File: src/design/hbe_pkg.sv
package hbe_pkg;

  localparam int BIN_SLOTS     = 1024;
  localparam int FRACTION_BITS = 24;
  localparam int BIN_AW        = $clog2(BIN_SLOTS);

  localparam int CNT_W   = 40;
  localparam int VAL_W   = 32;
  localparam int REQ_W   = 11;
  localparam int IDX_W   = 10;
  localparam int PROB_W  = 25;
  localparam int CFG_AW  = 3;

  // shared divider: widest dividend is a count scaled by the fraction
  localparam int DIV_N   = CNT_W + FRACTION_BITS;
  localparam int DVS_W   = CNT_W;

  localparam logic [CNT_W-1:0] CNT_MAX     = {CNT_W{1'b1}};
  localparam logic [VAL_W-1:0] WIDTH_LARGE = {VAL_W{1'b1}};

  typedef enum logic [1:0] {
    FUNC_CLEAR = 2'd0,
    FUNC_ADD   = 2'd1,
    FUNC_READ  = 2'd2,
    FUNC_NONE  = 2'd3
  } func_t;

  typedef enum logic [CFG_AW-1:0] {
    REG_SAMPLE_MIN  = 3'd0,
    REG_SAMPLE_MAX  = 3'd1,
    REG_BIN_REQUEST = 3'd2,
    REG_USE_EXPL    = 3'd3,
    REG_EXPL_ORIGIN = 3'd4,
    REG_EXPL_WIDTH  = 3'd5
  } reg_idx_t;

  typedef struct packed {
    logic             start;
    logic [DIV_N-1:0] dividend;
    logic [DVS_W-1:0] divisor;
  } div_req_t;

  typedef struct packed {
    logic             done;
    logic [DIV_N-1:0] quotient;
  } div_rsp_t;

endpackage

File: src/design/hbe_div.sv
module hbe_div (
  input  logic             clk,
  input  logic             rst,
  input  hbe_pkg::div_req_t req,
  output hbe_pkg::div_rsp_t rsp
);
  import hbe_pkg::*;

  localparam int STEP_W = $clog2(DIV_N + 1);

  logic              busy;
  logic [STEP_W-1:0] steps;
  logic [DVS_W-1:0]  rem;
  logic [DVS_W-1:0]  dvs;
  logic [DIV_N-1:0]  quo;
  logic              done;

  logic [DVS_W:0] trial;
  logic           ge;

  // restoring division, one quotient bit a cycle
  assign trial = {rem, quo[DIV_N-1]};
  assign ge    = trial >= {1'b0, dvs};

  always_ff @(posedge clk) begin
    if (rst) begin
      busy  <= 1'b0;
      done  <= 1'b0;
      steps <= '0;
    end else begin
      done <= 1'b0;
      if (req.start) begin
        busy  <= 1'b1;
        steps <= '0;
        rem   <= '0;
        dvs   <= req.divisor;
        quo   <= req.dividend;
      end else if (busy) begin
        rem   <= ge ? DVS_W'(trial - {1'b0, dvs}) : trial[DVS_W-1:0];
        quo   <= {quo[DIV_N-2:0], ge};
        steps <= steps + STEP_W'(1);
        if (steps == STEP_W'(DIV_N - 1)) begin
          busy <= 1'b0;
          done <= 1'b1;
        end
      end
    end
  end

  assign rsp.done     = done;
  assign rsp.quotient = quo;

endmodule
File: config.mk
export PLATFORM = sky130hd
export DESIGN_NAME = hbe_div
export DESIGN_NICKNAME = d
export VERILOG_FILES = /design/src/design/hbe_pkg.sv /design/src/design/hbe_div.sv
export SDC_FILE = /design/constraint.sdc
export NUM_CORES = 1
export LEC_CHECK = 0
export BUFFER_PORTS_ARGS = -buffer_cell sky130_fd_sc_hd__buf_2
export CAP_MARGIN = 20
export CORE_MARGIN = 4
export CORE_UTILIZATION = 40
export DETAILED_ROUTE_END_ITERATION = 16
export HOLD_SLACK_MARGIN = 0.03
export SYNTH_ARGS = -nofsm -noshare
export SYNTH_HDL_FRONTEND = slang
export SYNTH_SLANG_ARGS = --single-unit
File: constraint.sdc
create_clock -name clk -period 7.65 [get_ports clk]
set_input_delay 0.3825 -clock clk [delete_from_list [all_inputs] [get_ports clk]]
set_output_delay 0.3825 -clock clk [all_outputs]
set_load 0.01 [all_outputs]
==> tab_implementation.tex <==
\begin{tabular}{lr}
\hline
Metric & Value \\
\hline
\multicolumn{2}{l}{\textbf{Outcome}} \\
\quad Run status & finished clean \\
\multicolumn{2}{l}{\textbf{Synthesis}} \\
\quad Syn\_area\_per\_cell & 11.85 um2 \\
\quad Number of instances in the synthesized netlist & 727 \\
\quad Share of the yosys chip area belonging to registers & 52.30\% \\
\quad Fraction of registers with async set or reset after synthesis & 0\% \\
\quad Most area-hungry cell type in the Yosys netlist & edfxtp\_1 \\
\quad Top FF cell, synth & edfxtp\_1 \\
\quad Number of storage elements in the synthesis netlist & 153 \\
\quad Post-synth design cell area & 0.008613 mm2 \\
\quad Distinct cell type count of the synthesized netlist & 65 \\
\quad Number of flops mapped to enable cells by yosys & between 100 and 150 \\
\quad Net count after synthesis & 876 \\
\quad Biggest area contributors in the synthesized netlist & edfxtp\_1 (50\%), mux2\_2 (8.5\%), ha\_1 (6.0\%) \\
\quad Synth top area share & roughly half \\
\quad Count of warnings emitted by yosys & 0 \\
\multicolumn{2}{l}{\textbf{Detailed routing}} \\
\quad Average wire per standard cell & between 15 and 20 um \\
\quad Post-DR vias/cell & $\sim$5.2 \\
\quad Router iterations before antenna repair & 5 \\
\quad Routed Antenna Nets & 0 \\
\quad Initial DRC Count & between 300 and 400 \\
\quad Routed Wire Length & between 20,000 and 25,000 um \\
\quad Vias post-DR & between 6,000 and 7,000 \\
\quad DRC & 0 \\
\multicolumn{2}{l}{\textbf{Global route}} \\
\quad Number of global-route vias before repair & 6,400 \\
\quad GR Overflow Total & 0 \\
\quad Number of antenna violations at the first check in global routing & 1 \\
\quad Overall routing resource usage & 16.79\% \\
\quad Maximum number of pins on one net before global-route repair & 64 \\
\quad Wire length of the first global-routing pass & around 32,000 um \\
\multicolumn{2}{l}{\textbf{Clock tree}} \\
\quad Quantity of gates resized following cts & 0 \\
\quad Maximum level of the CTS H-tree & 4 \\
\quad Clock network latency to the later pin of the worst-skew pair & between 0.4 and 0.5 ns \\
\quad Root buffer cell & clkbuf\_16 \\
\quad \# Post-CTS Setup Buffers & 0 \\
\quad Clock-pin slew of the registers on the worst-case setup and hold paths & about 0.070 ns \\
\quad Max Buffers Root-to-Sink & 2 \\
\quad Hold buffer count at cts & 0 \\
\quad CTS sink count & 153 \\
\quad TritonCTS clock tree & done \\
\quad Num CTS Buffers & 17 \\
\multicolumn{2}{l}{\textbf{Floorplan}} \\
\quad Die Footprint & 0.02394 mm2 \\
\quad Width of the die & 154.7 um \\
\quad Vertical die dimension & roughly 150 um \\
\quad Starting Density & about two fifths \\
\quad Number of top-level design ports & between 150 and 200 \\
\quad Area of the core & 0.02109 mm2 \\
\quad \# rows & 53 \\
\multicolumn{2}{l}{\textbf{Timing}} \\
\quad Final number of max-transition violations & 0 \\
\quad Number of hold-slack violations in the final timing report & 0 \\
\quad Relative slew slack & between 40\% and 50\% \\
\quad Worst-case clock skew & 0.01261 ns \\
\quad Slew at the pin with the worst max-slew slack & approximately 0.81 ns \\
\quad Period minus WS final & 3.324 ns \\
\quad Share of the clock period used by the worst path & 43.45\% \\
\quad Final setup vio count & 0 \\
\quad Setup Total Neg Slack & 0 ns \\
\quad Fmax & 300.8 MHz \\
\quad Setup repair after global routing missed its margin & no \\
\multicolumn{2}{l}{\textbf{Pwr}} \\
\quad Peak supply drop & 0.1397 mV \\
\quad Leakage power & 0.004269 uW \\
\quad Power per cell area & 242.5 mW/mm2 \\
\multicolumn{2}{l}{\textbf{Finish}} \\
\quad Final Instance Count excl. Fillers & between 1,000 and 1,500 \\
\quad Sequential cell area & 0.004504 mm2 \\
\quad Post-layout nets & between 1,000 and 1,500 \\
\quad Area growth, synth to finish & 19.38\% \\
\quad Filler instances & 1,997 \\
\quad Antenna cells & 0 \\
\quad Share of cells above drive strength 1 & between 30\% and 40\% \\
\quad Fin util & 48.76\% \\
\quad Multi-input logic area & 0.003741 mm2 \\
\multicolumn{2}{l}{\textbf{Flow run}} \\
\quad Max-cap viol count & 0 \\
\multicolumn{2}{l}{\textbf{Worst setup path}} \\
\quad Startpoint class of the critical path & register \\
\quad Data required time of the worst path & 7.82 ns \\
\quad Beginning of the worst register-to-register path & dvs[1] \\
\quad Worst endpoint data arrival time & 3.49 ns \\
\quad Critical path endpoint category & register \\
\quad Setup crit start & dvs[1] \\
\quad Maximum fanout along the worst path & 43 \\
\quad Critical path start-end classification & register to register \\
\multicolumn{2}{l}{\textbf{Placement}} \\
\quad Number of buffers inserted by port buffering & 171 \\
\quad Routability congestion estimate & approximately 0.82 \\
\quad Total instance count after detailed placement & 1,143 \\
\quad Half-perimeter wire length after detailed placement & 14,520 um \\
\multicolumn{2}{l}{\textbf{Hold path}} \\
\quad Beginning of the worst hold path & req[9] \\
\quad Worst min path class & input pin to register \\
\hline
\end{tabular}
==> state kept, by name, indices dropped and copies added, names as in the netlist <==
signal / flops
quo: 64
rem: 40
done: 1
dvs: 40
steps: 7
busy: 1
==> layout make-up <==
cell class,count,share of cell area [%]
clock buffers,18,4.174
clock inverters,14,1.716
inverters,49,1.789
multi-input cells,489,36.38
flip-flops and latches,153,43.81
well taps,275,3.346
repair buffers,177,8.786
==> cell families (layout without fill, tap and decap cells) <==
family,Yosys count,in the layout,synth area share (%)
simple gates,167,167,9.486
fa+ha+maj,42,42,6.188
compound gates,152,152,12.30
flops,153,153,52.30
buf+inv,85,258,4.445
xor+xnor,37,37,3.762
mux,91,91,11.52
==> layer usage <==
layer	vias to the layer above	share of wire (%)	global-route usage, %
met5	-	0.065	0
met2	183	47	27.27
met3	16	8.3	6.407
li1	3019	-	-
met4	2	1.3	5.088
met1	2924	43	20.85
==> through the flow <==
step                      hold slack, ns  setup slack [ns]  area (um2)  power (uW)
after floorplan                   0.4324             1.553        8613        1492
after global placement            0.4525             4.383        9677        1628
after detailed placement          0.4647             4.326        9677        1633
after CTS                         0.1054             4.311       10280        2524
after global routing              0.1119             4.062       10280        2622
final                             0.1274             4.326       10280        2494
==> cells in the final DEF (no fill, tap or decap), types with 5 or more instances in the layout <==
| cell type | count |
|---|---|
| ha_1 | 41 |
| mux2i_1 | 26 |
| clkbuf_16 | 17 |
| edfxtp_1 | 144 |
| nand4_1 | 16 |
| mux2_2 | 65 |
| a21o_1 | 16 |
| o21a_1 | 12 |
| nand2b_1 | 5 |
| xnor2_1 | 21 |
| buf_2 | 170 |
| nor2_1 | 66 |
| buf_4 | 7 |
| a21oi_1 | 38 |
| a31oi_1 | 5 |
| a211oi_1 | 17 |
| xor2_1 | 16 |
| nor3_1 | 6 |
| inv_1 | 49 |
| o21ai_0 | 23 |
| nor2b_1 | 7 |
| nand2_1 | 28 |
| inv_8 | 5 |
| nand3_1 | 10 |
| dfxtp_1 | 9 |
==> synth_stat cells (3+ instances only) <==
master	number
nand2b_1	5
o31ai_1	4
mux2i_1	26
nor2_1	67
nand2_1	28
nand4_1	16
a21oi_2	3
or2_2	3
inv_1	49
a211o_1	4
a21oi_1	38
o21a_1	12
a21o_1	16
o21bai_1	3
xnor2_1	21
dfxtp_1	9
o31a_1	4
or3_1	3
nor2b_1	8
edfxtp_1	144
o21ai_0	23
buf_2	8
mux2_2	65
and3_1	4
and2_1	3
nor3_1	6
a211oi_1	17
clkbuf_1	14
nand3_1	10
buf_4	12
a31oi_1	5
ha_1	41
xor2_1	16
==> critical path: stages (launching register included) <==
cell and delay [ns]:
edfxtp_1 0.43, inv_1 0.08, ha_1 0.23, nor2b_1 0.14
o31a_1 0.27, o21a_1 0.22, o31ai_4 0.26, a21o_4 0.21
o211ai_1 0.12, buf_4 0.33, and4_4 0.24, or4_1 0.52
==> worst paths after layout <==
kind	end	slack, ns	cells after the start
worst min-delay path	dvs[9]	0.13	1
worst min register to register	done	0.49	1
worst max-delay path	rem[39]	4.33	11
worst max register to register	rem[39]	4.33	11
==> power breakdown <==
part	total, uW	leakage (uW)	switching (uW)	internal [uW]
Sequential	1030	0.00145	31.2	1000
Clock	883	0.000296	385	497
Combinational	578	0.00252	323	254
Total	2490	0.00427	740	1750
Note: power is estimated with default switching activity, not from simulation.
